==> src/rtl/drt_pkg.sv <==
// ---------------------------------------------------------------------------
// Dirty rectangle tracker package
// Shared constants, register indexes, opcodes and the control bundle that
// passes from the top level to the box update logic.
// ---------------------------------------------------------------------------
`default_nettype none

package drt_pkg;

    // Parameter defaults
    localparam int DEF_MAX_DIMENSION = 4096;
    localparam int DEF_COORD_BITS    = 16;

    // Configuration port shape
    localparam int CFG_BITS      = 13;
    localparam int CFG_ADDR_BITS = 1;

    // Page size after reset
    localparam logic [CFG_BITS-1:0] PAGE_WIDTH_RST  = 13'd320;
    localparam logic [CFG_BITS-1:0] PAGE_HEIGHT_RST = 13'd200;

    // Configuration register indexes
    typedef enum logic [CFG_ADDR_BITS-1:0] {
        REG_PAGE_WIDTH  = 1'b0,
        REG_PAGE_HEIGHT = 1'b1
    } t_cfg_reg;

    // Item opcodes, carried on the slave tuser
    typedef enum logic {
        OP_MARK  = 1'b0,
        OP_CLEAR = 1'b1
    } t_opcode;

    // Control from the top level to the box update logic
    typedef struct packed {
        logic    advance;  // item moves from input register to result register
        t_opcode op;
    } t_box_ctl;

endpackage

`default_nettype wire

==> src/rtl/drt_cfg.sv <==
// ---------------------------------------------------------------------------
// Dirty rectangle tracker page configuration
// Holds the page size registers and keeps them as the largest legal
// coordinate on each axis, so the datapath clamps with a single compare.
// ---------------------------------------------------------------------------
`default_nettype none

module drt_cfg #(
    parameter int MAX_DIMENSION = drt_pkg::DEF_MAX_DIMENSION
) (
    input  wire logic                                 i_clk,
    input  wire logic                                 i_rst_n,
    input  wire logic                                 i_cfg_we,
    input  wire logic [drt_pkg::CFG_ADDR_BITS-1:0]    i_cfg_addr,
    input  wire logic [drt_pkg::CFG_BITS-1:0]         i_cfg_data,
    output logic      [$clog2(MAX_DIMENSION)-1:0]     o_x_lim,
    output logic      [$clog2(MAX_DIMENSION)-1:0]     o_y_lim
);

    localparam int LIM_BITS = $clog2(MAX_DIMENSION);

    logic [LIM_BITS-1:0] r_x_lim;
    logic [LIM_BITS-1:0] r_y_lim;

    // Map a page size to its last pixel index: zero acts as one, oversize
    // saturates at the maximum dimension
    function automatic logic [LIM_BITS-1:0] size_limit(input logic [drt_pkg::CFG_BITS-1:0] s);
        if (s == '0) begin
            return '0;
        end
        if (32'(s) > 32'(MAX_DIMENSION)) begin
            return LIM_BITS'(MAX_DIMENSION - 1);
        end
        return LIM_BITS'(s - 1'b1);
    endfunction

    // Write the addressed page size
    always_ff @(posedge i_clk) begin
        if (!i_rst_n) begin
            r_x_lim <= size_limit(drt_pkg::PAGE_WIDTH_RST);
            r_y_lim <= size_limit(drt_pkg::PAGE_HEIGHT_RST);
        end else if (i_cfg_we) begin
            unique case (drt_pkg::t_cfg_reg'(i_cfg_addr))
                drt_pkg::REG_PAGE_WIDTH: begin
                    r_x_lim <= size_limit(i_cfg_data);
                end
                drt_pkg::REG_PAGE_HEIGHT: begin
                    r_y_lim <= size_limit(i_cfg_data);
                end
            endcase
        end
    end

    assign o_x_lim = r_x_lim;
    assign o_y_lim = r_y_lim;

endmodule

`default_nettype wire

==> src/rtl/drt_box.sv <==
// ---------------------------------------------------------------------------
// Dirty rectangle tracker box update
// Sorts and clamps the corners of one item, merges them into the stored box
// (or empties it on a clear) and presents the box as it stands before and after the item.
// ---------------------------------------------------------------------------
`default_nettype none

module drt_box #(
    parameter int MAX_DIMENSION = drt_pkg::DEF_MAX_DIMENSION,
    parameter int COORD_BITS    = drt_pkg::DEF_COORD_BITS
) (
    input  wire logic                                      i_clk,
    input  wire logic                                      i_rst_n,
    input  wire drt_pkg::t_box_ctl                         i_ctl,
    input  wire logic signed [COORD_BITS-1:0]              i_ax,
    input  wire logic signed [COORD_BITS-1:0]              i_ay,
    input  wire logic signed [COORD_BITS-1:0]              i_bx,
    input  wire logic signed [COORD_BITS-1:0]              i_by,
    input  wire logic        [$clog2(MAX_DIMENSION)-1:0]   i_x_lim,
    input  wire logic        [$clog2(MAX_DIMENSION)-1:0]   i_y_lim,
    // left, top, right, bottom from the lowest bit up
    output logic        [4*($clog2(MAX_DIMENSION)+1)-1:0]  o_next_box,
    output logic        [4*($clog2(MAX_DIMENSION)+1)-1:0]  o_cur_box,
    output logic                                           o_ignored
);

    localparam int LIM_BITS = $clog2(MAX_DIMENSION);
    localparam int BOX_BITS = LIM_BITS + 1;
    localparam int CMP_BITS = ((COORD_BITS > LIM_BITS) ? COORD_BITS : LIM_BITS) + 1;

    // Stored box; the edges mean nothing while the box is empty
    logic                r_empty;
    logic [LIM_BITS-1:0] r_left;
    logic [LIM_BITS-1:0] r_top;
    logic [LIM_BITS-1:0] r_right;
    logic [LIM_BITS-1:0] r_bottom;

    logic                n_empty;
    logic [LIM_BITS-1:0] n_left;
    logic [LIM_BITS-1:0] n_top;
    logic [LIM_BITS-1:0] n_right;
    logic [LIM_BITS-1:0] n_bottom;
    logic                n_ignored;

    logic signed [COORD_BITS-1:0] w_lx;
    logic signed [COORD_BITS-1:0] w_hx;
    logic signed [COORD_BITS-1:0] w_ly;
    logic signed [COORD_BITS-1:0] w_hy;
    logic        [LIM_BITS-1:0]   w_x1;
    logic        [LIM_BITS-1:0]   w_y1;
    logic        [LIM_BITS-1:0]   w_x2;
    logic        [LIM_BITS-1:0]   w_y2;

    // Clamp a signed coordinate into 0 .. lim
    function automatic logic [LIM_BITS-1:0] clamp(
        input logic signed [COORD_BITS-1:0] v,
        input logic        [LIM_BITS-1:0]   lim
    );
        logic signed [CMP_BITS-1:0] v_ext;
        logic signed [CMP_BITS-1:0] lim_ext;
        v_ext   = {{(CMP_BITS - COORD_BITS){v[COORD_BITS-1]}}, v};
        lim_ext = {{(CMP_BITS - LIM_BITS){1'b0}}, lim};
        if (v[COORD_BITS-1]) begin
            return '0;
        end
        if (v_ext > lim_ext) begin
            return lim;
        end
        return v_ext[LIM_BITS-1:0];
    endfunction

    // Present an edge, all ones when the box is empty
    function automatic logic [BOX_BITS-1:0] show_edge(
        input logic                empty,
        input logic [LIM_BITS-1:0] val
    );
        return empty ? '1 : {1'b0, val};
    endfunction

    // Sort the corners into upper left and lower right
    assign w_lx = (i_ax < i_bx) ? i_ax : i_bx;
    assign w_hx = (i_ax < i_bx) ? i_bx : i_ax;
    assign w_ly = (i_ay < i_by) ? i_ay : i_by;
    assign w_hy = (i_ay < i_by) ? i_by : i_ay;

    // Clamp to the page
    assign w_x1 = clamp(w_lx, i_x_lim);
    assign w_x2 = clamp(w_hx, i_x_lim);
    assign w_y1 = clamp(w_ly, i_y_lim);
    assign w_y2 = clamp(w_hy, i_y_lim);

    // Merge the item into the box
    always_comb begin
        n_empty   = r_empty;
        n_left    = r_left;
        n_top     = r_top;
        n_right   = r_right;
        n_bottom  = r_bottom;
        n_ignored = 1'b0;
        priority if (i_ctl.op == drt_pkg::OP_CLEAR) begin
            n_empty = 1'b1;
        end else if (w_hx[COORD_BITS-1] || w_hy[COORD_BITS-1]) begin
            // both x or both y off the page on the negative side
            n_ignored = 1'b1;
        end else begin
            n_empty  = 1'b0;
            n_left   = (r_empty || (r_left > w_x1))   ? w_x1 : r_left;
            n_top    = (r_empty || (r_top > w_y1))    ? w_y1 : r_top;
            n_right  = (r_empty || (r_right < w_x2))  ? w_x2 : r_right;
            n_bottom = (r_empty || (r_bottom < w_y2)) ? w_y2 : r_bottom;
        end
    end

    // Hold the empty flag under reset
    always_ff @(posedge i_clk) begin
        if (!i_rst_n) begin
            r_empty <= 1'b1;
        end else if (i_ctl.advance) begin
            r_empty <= n_empty;
        end
    end

    // Advance the edges with each item
    always_ff @(posedge i_clk) begin
        if (i_ctl.advance) begin
            r_left   <= n_left;
            r_top    <= n_top;
            r_right  <= n_right;
            r_bottom <= n_bottom;
        end
    end

    assign o_next_box = {show_edge(n_empty, n_bottom), show_edge(n_empty, n_right),
                         show_edge(n_empty, n_top),    show_edge(n_empty, n_left)};
    assign o_cur_box  = {show_edge(r_empty, r_bottom), show_edge(r_empty, r_right),
                         show_edge(r_empty, r_top),    show_edge(r_empty, r_left)};
    assign o_ignored  = n_ignored;

endmodule

`default_nettype wire

==> src/rtl/dirty_rectangle_tracker.sv <==
// Path: an item passes from the input register to the result register, which
//   offers it on the master stream; the box update is one pass of compare and
//   select logic between the input and result registers.
// Throughput: one item per cycle; the input and result registers each take a
//   new transfer whenever the stage after them can move.
// Reset: synchronous, active low; empties the box, sets the page to 320 x 200.
// ---------------------------------------------------------------------------
// Dirty rectangle tracker
// Keeps the bounding box of all rectangles marked dirty since the last clear
// and returns the box after every item.
// ---------------------------------------------------------------------------
`default_nettype none

module dirty_rectangle_tracker #(
    parameter int MAX_DIMENSION = drt_pkg::DEF_MAX_DIMENSION,
    parameter int COORD_BITS    = drt_pkg::DEF_COORD_BITS
) (
    input  wire logic                                          i_clk,
    input  wire logic                                          i_rst_n,
    // slave stream
    input  wire logic                                          i_s_tvalid,
    output logic                                               o_s_tready,
    // corner_a_x, corner_a_y, corner_b_x, corner_b_y from the lowest bit up
    input  wire logic [((4*COORD_BITS+7)/8)*8-1:0]             i_s_tdata,
    // opcode
    input  wire logic                                          i_s_tuser,
    // master stream
    output logic                                               o_m_tvalid,
    input  wire logic                                          i_m_tready,
    // box_left, box_top, box_right, box_bottom from the lowest bit up
    output logic [((4*($clog2(MAX_DIMENSION)+1)+7)/8)*8-1:0]   o_m_tdata,
    // ignored
    output logic                                               o_m_tuser,
    // configuration writes
    input  wire logic                                          i_cfg_we,
    input  wire logic [drt_pkg::CFG_ADDR_BITS-1:0]             i_cfg_addr,
    input  wire logic [drt_pkg::CFG_BITS-1:0]                  i_cfg_data
);

    localparam int LIM_BITS      = $clog2(MAX_DIMENSION);
    localparam int BOX_BITS      = LIM_BITS + 1;
    localparam int OUT_DATA_BITS = ((4*BOX_BITS + 7) / 8) * 8;

    // Input register
    logic                      r_in_valid;
    drt_pkg::t_opcode          r_in_op;
    logic [4*COORD_BITS-1:0]   r_in_coords;

    // Result register
    logic                      r_out_valid;
    logic [4*BOX_BITS-1:0]     r_out_box;
    logic                      r_out_ignored;

    logic                      w_out_ready;
    logic                      w_adv;
    drt_pkg::t_box_ctl         w_ctl;
    logic [LIM_BITS-1:0]       w_x_lim;
    logic [LIM_BITS-1:0]       w_y_lim;
    logic [4*BOX_BITS-1:0]     w_next_box;
    logic [4*BOX_BITS-1:0]     w_cur_box;
    logic                      w_ignored;

    // Handshake: each register takes a transfer when the one after it can move
    assign w_out_ready = !r_out_valid || i_m_tready;
    assign w_adv       = r_in_valid && w_out_ready;
    assign o_s_tready  = !r_in_valid || w_out_ready;

    always_ff @(posedge i_clk) begin
        if (!i_rst_n) begin
            r_in_valid <= 1'b0;
        end else if (o_s_tready) begin
            r_in_valid <= i_s_tvalid;
        end
    end

    // Capture the item on a transfer
    always_ff @(posedge i_clk) begin
        if (o_s_tready && i_s_tvalid) begin
            r_in_op     <= drt_pkg::t_opcode'(i_s_tuser);
            r_in_coords <= i_s_tdata[4*COORD_BITS-1:0];
        end
    end

    assign w_ctl.advance = w_adv;
    assign w_ctl.op      = r_in_op;

    drt_cfg #(
        .MAX_DIMENSION (MAX_DIMENSION)
    ) u_cfg (
        .i_clk      (i_clk),
        .i_rst_n    (i_rst_n),
        .i_cfg_we   (i_cfg_we),
        .i_cfg_addr (i_cfg_addr),
        .i_cfg_data (i_cfg_data),
        .o_x_lim    (w_x_lim),
        .o_y_lim    (w_y_lim)
    );

    drt_box #(
        .MAX_DIMENSION (MAX_DIMENSION),
        .COORD_BITS    (COORD_BITS)
    ) u_box (
        .i_clk      (i_clk),
        .i_rst_n    (i_rst_n),
        .i_ctl      (w_ctl),
        .i_ax       (r_in_coords[0*COORD_BITS +: COORD_BITS]),
        .i_ay       (r_in_coords[1*COORD_BITS +: COORD_BITS]),
        .i_bx       (r_in_coords[2*COORD_BITS +: COORD_BITS]),
        .i_by       (r_in_coords[3*COORD_BITS +: COORD_BITS]),
        .i_x_lim    (w_x_lim),
        .i_y_lim    (w_y_lim),
        .o_next_box (w_next_box),
        .o_cur_box  (w_cur_box),
        .o_ignored  (w_ignored)
    );

    // Result valid
    always_ff @(posedge i_clk) begin
        if (!i_rst_n) begin
            r_out_valid <= 1'b0;
        end else if (w_out_ready) begin
            r_out_valid <= r_in_valid;
        end
    end

    // Load the result as the item leaves the input register
    always_ff @(posedge i_clk) begin
        if (w_adv) begin
            r_out_box     <= w_next_box;
            r_out_ignored <= w_ignored;
        end
    end

    assign o_m_tvalid = r_out_valid;
    assign o_m_tdata  = OUT_DATA_BITS'(r_out_box);
    assign o_m_tuser  = r_out_ignored;

    // A clear leaves an empty box and is never flagged as ignored
    a_clear_empties: assert property (@(posedge i_clk) disable iff (!i_rst_n)
        (w_adv && (r_in_op == drt_pkg::OP_CLEAR))
        |=> (o_m_tvalid && (r_out_box == '1) && !o_m_tuser))
        else $error("clear did not empty the box");

    // A filled box keeps its edges in order
    a_box_ordered: assert property (@(posedge i_clk) disable iff (!i_rst_n)
        (o_m_tvalid && !r_out_box[BOX_BITS-1])
        |-> ((r_out_box[0*BOX_BITS +: BOX_BITS] <= r_out_box[2*BOX_BITS +: BOX_BITS])
          && (r_out_box[1*BOX_BITS +: BOX_BITS] <= r_out_box[3*BOX_BITS +: BOX_BITS])))
        else $error("box edges out of order");

    // A rejected mark leaves the stored box untouched
    a_ignore_holds: assert property (@(posedge i_clk) disable iff (!i_rst_n)
        (w_adv && w_ignored) |=> (w_cur_box == $past(w_cur_box)))
        else $error("ignored mark changed the box");

endmodule

`default_nettype wire

==> config.mk <==
export PLATFORM = sky130hd
export DESIGN_NAME = dirty_rectangle_tracker
export DESIGN_NICKNAME = d
export VERILOG_FILES = /design/src/rtl/drt_pkg.sv /design/src/rtl/drt_cfg.sv /design/src/rtl/drt_box.sv /design/src/rtl/dirty_rectangle_tracker.sv
export SDC_FILE = /design/constraint.sdc
export NUM_CORES = 1
export LEC_CHECK = 0
export BUFFER_PORTS_ARGS = -buffer_cell sky130_fd_sc_hd__buf_2
export CAP_MARGIN = 25
export CORE_ASPECT_RATIO = 1.2
export CORE_UTILIZATION = 49
export DETAILED_ROUTE_END_ITERATION = 12
export PLACE_DENSITY = 0.66
export SLEW_MARGIN = 20
export SYNTH_ARGS = -nofsm -noshare
export SYNTH_HDL_FRONTEND = slang
export SYNTH_HIERARCHICAL = 1
export SYNTH_SLANG_ARGS = --single-unit
==> constraint.sdc <==
create_clock -name i_clk -period 22.4 [get_ports i_clk]
set_input_delay 6.72 -clock i_clk [delete_from_list [all_inputs] [get_ports i_clk]]
set_output_delay 6.72 -clock i_clk [all_outputs]
set_load 0.05 [all_outputs]
==> flow_summary.json, run 1 <==
{
  "outcome": "finished clean",
  "ir_worst_vdd_mv": 0.0532,
  "worstHoldPathType": "register to register",
  "routedWlPerCell_um": 17.8,
  "final_max_slew_viol_count": 0,
  "clockRootBuffer": "sky130_fd_sc_hd__clkbuf_16",
  "cts-hold-fix-buffers": 0,
  "die-height_um": 177,
  "rows": 63,
  "floorplan.die.width_um": 148,
  "power_per_cell_area_nw_per_um2": 70.5,
  "post_cts_resized": 0,
  "cp_slowest_stage_delay_ps": 260,
  "grt_setup_unrepaired": "false",
  "global_route_wire_length_before_repair_um": 46400,
  "detailedPlacementHpwl_um": 21900,
  "antenna_cells_inserted": 0,
  "hold_viol_final": 0,
  "first_global_vias": 8943,
  "cp_data_arrival_time_ps": 7220,
  "final.setup_skew_ps": 12.0,
  "internal_power_mw": 0.675,
  "first_pass_iters": 5,
  "area_delta_synth_final_pct": 12.5,
  "total_leakage_power_nw": 5.59,
  "critical_path.endpoint_type": "primary output",
  "netlist_instances": 1209,
  "grt.overflow.total": 0,
  "layout.core_utilization_pct": 56.4,
  "number_of_fill_cells_in_the_layout": 2200,
  "final.setup.tns_ps": 0,
  "clockBufferDepth": 2,
  "p_switching_mw": 0.313,
  "cp_common_cell": "sky130_fd_sc_hd__buf_2",
  "pin_count_of_the_biggest_net_entering_global_routing": 67,
  "max_cap_viol_count": 0,
  "finalCriticalPeriod_ps": 13940,
  "cts_buffers": 17,
  "critical_path_start_type": "input port",
  "antenna_violations_before_repair": 0,
  "post-cts-setup-buffers": 0,
  "cp.buffers_inverters": 2,
  "drc": 0,
  "drt-total-wl_um": 29400,
  "gp_congestion": 0.900,
  "io_pins": 143,
  "drt_iter0_drc": 742,
  "clkPwrFrac_pct": 32.2,
  "final_net_count": 1526,
  "worstPathCellList": "buf_2 -> nand3b_4 -> buf_2",
  "finalSetupViolCount": 0,
  "comb_power_share_pct": 24.4,
  "htree_num_levels": 4,
  "synth.avg_cell_area_um2": 10.3,
  "worst_ep_required_time_ps": 15680,
  "floorplan.core_area_um2": 24800,
  "via_count": 9710,
  "globalRouteTotalUtil_pct": 23.0,
  "initial_util_pct": 50.2,
  "tritoncts": "done",
  "cts.clk_slew.worst_paths_ps": 70,
  "crit_type": "input port to primary output",
  "fin_crit_sh_pct": 62.2,
  "maxSlewHeadroom_pct": 40.6,
  "yosys_warnings": 6,
  "cp_max_fo": 2,
  "p_sw_share_pct": 31.7,
  "port_buffers": 138,
  "syn_area_um2": 12500,
  "clock_latency_ps": 450,
  "design.die.area_um2": 26100,
  "worst_path_dominant_cell_family": "buffers and inverters",
  "timing.critical_path.slowest_stage_cell": "sky130_fd_sc_hd__buf_2",
  "cts_sinks": 193,
  "post_route_cells_drive_above_1_share_pct": 18.7,
  "seqPwrFrac_pct": 43.4,
  "viasPerCell": 5.87,
  "maxClockFrequency_ghz": 0.0717,
  "drtAntennaViolNets": 0,
  "max_slew.worst_pin.slew_ps": 885
}
sequential cells by signal (all words and copies together) (netlist names), 12 cells and up:
| register | count |
|---|---|
| u_box/r_bottom | 12 |
| u_box/r_right | 12 |
| u_box/r_left | 12 |
| r_out_box | 52 |
| u_cfg/o_y_lim | 12 |
| u_cfg/o_x_lim | 12 |
| r_in_coords | 64 |
| u_box/r_top | 12 |
worst reg2reg max path: cells and delay by family, from the launching register on:
family,cells,cell delay (ps)
AO/OA/AOI/OAI,13,4210
adder cells (fa/ha/maj),3,960
flip-flops,1,480
AND/OR/NAND/NOR,9,2760
cell type report:
class,count,area [um^2],share of cell area (%)
Multi-Input combinational cell,875,6370,45.5
Inverter,78,293,2.09
Clock inverter,15,173,1.23
Clock buffer,17,425,3.04
Timing Repair Buffer,151,820,5.85
Sequential cell,193,5530,39.4
Tap cell,325,407,2.90
path summary, 6_finish.rpt:
check                            startpoint                              to  slack (ps)  depth (start not counted)
max                              i_m_tready                      o_s_tready        8460                          3
min          u_cfg/o_x_lim[10]$_SDFFE_PN0P_  u_cfg/o_x_lim[10]$_SDFFE_PN0P_         500                          2
max reg2reg       r_in_coords[17]$_DFFE_PP_         r_out_box[14]$_DFFE_PP_       13730                         25
min reg2reg  u_cfg/o_x_lim[10]$_SDFFE_PN0P_  u_cfg/o_x_lim[10]$_SDFFE_PN0P_         500                          2
metrics by stage:
step	setup slack (ps)	instance area (um^2)	instances	hold slack, ps	power [mW]
after floorplan	8720	12500	1212	447	0.611
after global placement	8470	13400	1619	493	0.668
after detailed placement	8460	13400	1620	501	0.673
after CTS	8460	14000	1652	510	0.990
after global routing	8440	14000	1654	518	1.03
final	8460	14000	1654	503	0.988
per-layer routing:
metal	global-route usage [%]	up-vias	wire (um)
met5	0	-	0
met3	3.25	34	1600
li1	-	4813	-
met1	32.9	4525	14200
met2	35.1	338	12900
met4	9.11	0	676
power by group through the flow:
stage               sequential [mW]  combinational (mW)  clock (mW)
floorplan                     0.444               0.166           0
global placement              0.436               0.231           0
detailed placement            0.437               0.236           0
CTS                           0.429               0.238       0.323
global route                  0.431               0.267       0.336
finish                        0.429               0.241       0.318
placed cells by master, fill, tap and decap left out, types with 7 or more instances in the layout:
cell,n
sky130_fd_sc_hd__a21oi_1,60
sky130_fd_sc_hd__and2_1,7
sky130_fd_sc_hd__nor2b_1,10
sky130_fd_sc_hd__a21o_1,31
sky130_fd_sc_hd__a211o_1,15
sky130_fd_sc_hd__dfxtp_1,27
sky130_fd_sc_hd__nor2_1,78
sky130_fd_sc_hd__clkbuf_16,17
sky130_fd_sc_hd__ha_1,126
sky130_fd_sc_hd__a211oi_1,7
sky130_fd_sc_hd__and3_1,7
sky130_fd_sc_hd__o21a_1,12
sky130_fd_sc_hd__o21ai_1,10
sky130_fd_sc_hd__buf_4,10
sky130_fd_sc_hd__nor3_1,13
sky130_fd_sc_hd__nand4_1,32
sky130_fd_sc_hd__o31ai_1,31
sky130_fd_sc_hd__inv_1,76
sky130_fd_sc_hd__o311a_1,11
sky130_fd_sc_hd__or3_1,26
sky130_fd_sc_hd__o211ai_1,15
sky130_fd_sc_hd__mux2i_1,16
sky130_fd_sc_hd__edfxtp_1,166
sky130_fd_sc_hd__buf_2,138
sky130_fd_sc_hd__a22o_1,12
sky130_fd_sc_hd__a221o_1,13
sky130_fd_sc_hd__nand2b_1,9
sky130_fd_sc_hd__nand3_1,36
sky130_fd_sc_hd__o21ai_0,48
sky130_fd_sc_hd__o311ai_1,8
sky130_fd_sc_hd__mux2_2,26
sky130_fd_sc_hd__or2_2,12
sky130_fd_sc_hd__nand2_1,113
(Power assumes the default switching activity.)
==> inputs of run 2 (changes only) <==
==> constraint.sdc (replaced) <==
create_clock -name i_clk -period 13.8 [get_ports i_clk]
set_input_delay 4.14 -clock i_clk [delete_from_list [all_inputs] [get_ports i_clk]]
set_output_delay 4.14 -clock i_clk [all_outputs]
set_load 0.05 [all_outputs]
==> run 2 against run 1 <==
Effect of this change: total power up 61%; clock power up 58%; register-to-register slack worse by 8300 ps; global-route usage up 0.34 points; via count down 0.34%; sequential share of layout area up 0.10 points; combinational power up 61%; utilization down 0.15 points; routed wire length up 0.48%; highest routed layer unchanged.
==> flow_summary.json, run 2 (synthesis gave the netlist of run 1 again) <==
{
  "outcome": "finished clean",
  "drc": 0,
  "ff2ff_setup_slack_ps": 5470,
  "finalCriticalPeriod_ps": 8780,
  "grt.overflow.total": 0,
  "gp_congestion": 0.896,
  "post_cts_resized": 0,
  "use_met1_pct": 34.0,
  "cp_data_arrival_time_ps": 4640,
  "post-cts-setup-buffers": 0,
  "floorplan.die.width_um": 148,
  "antenna_violations_before_repair": 0,
  "final_cell_mix": "sky130_fd_sc_hd__edfxtp_1, sky130_fd_sc_hd__buf_2, sky130_fd_sc_hd__ha_1, sky130_fd_sc_hd__nand2_1, sky130_fd_sc_hd__nor2_1",
  "first_global_vias": 8994,
  "regs_by_ff_count": "r_in_coords: 64 flops, r_out_box: 52 flops",
  "cts.clk_slew.worst_paths_ps": 70,
  "post_route_cells_drive_above_1_share_pct": 18.7,
  "cp_slowest_stage_delay_ps": 260,
  "final_max_slew_viol_count": 0,
  "internal_power_mw": 1.09,
  "htree_num_levels": 4,
  "placement.cell_area_um2": 13400,
  "maxSlewHeadroom_pct": 39.6,
  "drtAntennaViolNets": 0,
  "area_delta_synth_final_pct": 12.2,
  "largest_register_ff_count": 64,
  "grt-busiest-layer": "met2",
  "cts_sinks": 193,
  "global_route_wire_length_before_repair_um": 47400,
  "worstPathCellList": "buf_2 -> nand3b_4 -> buf_2",
  "via_count": 9677,
  "worst_path_dominant_cell_family": "buffers and inverters",
  "maxClockFrequency_ghz": 0.114,
  "reg2regPathDepth": 25,
  "critical_path.endpoint_type": "primary output",
  "die-height_um": 177,
  "largest_register": "r_in_coords",
  "drt_iter0_drc": 638,
  "globalRouteTotalUtil_pct": 23.3,
  "grt_setup_unrepaired": "false",
  "layout_commonest_cell": "sky130_fd_sc_hd__edfxtp_1",
  "finalSetupViolCount": 0,
  "critical_path_start_type": "input port",
  "cp_max_fo": 2,
  "routedWlPerCell_um": 17.9,
  "crit_type": "input port to primary output",
  "post_layout_worst_setup_margin_ps": 5020,
  "final_net_count": 1525,
  "viasPerCell": 5.85,
  "max_cap_viol_count": 0,
  "tritoncts": "done",
  "drt-total-wl_um": 29600,
  "cp.buffers_inverters": 2,
  "p_switching_mw": 0.501,
  "io_pins": 143,
  "clockRootBuffer": "sky130_fd_sc_hd__clkbuf_16",
  "max_slew.worst_pin.slew_ps": 905,
  "clockBufferDepth": 2,
  "detailedPlacementHpwl_um": 22400,
  "comb_power_share_pct": 24.5,
  "pin_count_of_the_biggest_net_entering_global_routing": 66,
  "p_sw_share_pct": 31.6,
  "post-route-cell-area_um2": 14000,
  "total_leakage_power_nw": 5.58,
  "cts-hold-fix-buffers": 0,
  "fin_crit_sh_pct": 63.6,
  "detailedPlace.worstSlack_ps": 5020,
  "port_buffers": 138,
  "final.setup_skew_ps": 9.30,
  "cts_buffers": 17,
  "design.die.area_um2": 26100,
  "clkPwrFrac_pct": 31.7,
  "floorplan.core_area_um2": 24800,
  "hold-path-cell-count": 2,
  "timing.critical_path.slowest_stage_cell": "sky130_fd_sc_hd__buf_2",
  "seqPwrFrac_pct": 43.8,
  "worst_ep_required_time_ps": 9660,
  "groute.layer.met3.usage_pct": 3.35,
  "final_layout_worst_hold_slack_ps": 508,
  "number_of_fill_cells_in_the_layout": 2215,
  "power_per_cell_area_nw_per_um2": 114,
  "final.setup.tns_ps": 0,
  "ir_worst_vdd_mv": 0.0869,
  "antenna_cells_inserted": 0,
  "cp_common_cell": "sky130_fd_sc_hd__buf_2",
  "first_pass_iters": 6,
  "initial_util_pct": 50.2,
  "clock_latency_ps": 440,
  "hold_viol_final": 0,
  "cp.depth": 3,
  "grt_use_met2_pct": 35.7,
  "worstHoldPathType": "register to register",
  "rows": 63
}
-- run 2: path summary, 6_finish.rpt --
path / from / to
setup reg to reg: r_in_coords[15]$_DFFE_PP_ / u_box/r_right[0]$_DFFE_PP_
setup / recovery: i_m_tready / o_s_tready
hold / removal: u_cfg/o_x_lim[6]$_SDFFE_PN0P_ / u_cfg/o_x_lim[6]$_SDFFE_PN0P_
hold reg to reg: u_cfg/o_x_lim[6]$_SDFFE_PN0P_ / u_cfg/o_x_lim[6]$_SDFFE_PN0P_
-- run 2: per-stage QoR --
stage	total power [mW]	util, %	std cells
global placement	1.09	53.8	1620
detailed placement	1.09	53.9	1621
floorplan	0.991	-	1212
global route	1.67	56.3	1653
finish	1.59	56.3	1653
CTS	1.60	56.3	1653
-- run 2: worst min-delay path: stages, from the launching register on --
cell and delay (ps):
sky130_fd_sc_hd__dfxtp_1 350, sky130_fd_sc_hd__nand2_1 70, sky130_fd_sc_hd__a21boi_1 50
-- run 2: per-layer routing --
| layer | share of wire [%] | vias up |
|---|---|---|
| met5 | 0 | - |
| met4 | 1.8 | 0 |
| met3 | 4.8 | 27 |
| met2 | 44 | 288 |
| met1 | 49 | 4551 |
| li1 | - | 4811 |
-- run 2: power by group through the flow --
| stage | Combinational [mW] | Clock (mW) | Sequential (mW) |
|---|---|---|---|
| floorplan | 0.270 | 0 | 0.721 |
| global placement | 0.377 | 0 | 0.708 |
| detailed placement | 0.384 | 0 | 0.709 |
| CTS | 0.386 | 0.515 | 0.696 |
| global route | 0.435 | 0.537 | 0.700 |
| finish | 0.389 | 0.503 | 0.696 |
-- run 2: area by class of cell --
class / instances / area [um^2] / area share (%)
repair buffers: 150 / 785 / 5.61
clock buffers: 19 / 453 / 3.24
flip-flops and latches: 193 / 5530 / 39.5
clock inverters: 13 / 144 / 1.03
inverters: 78 / 293 / 2.09
multi-input cells: 875 / 6370 / 45.6
well taps: 325 / 407 / 2.91
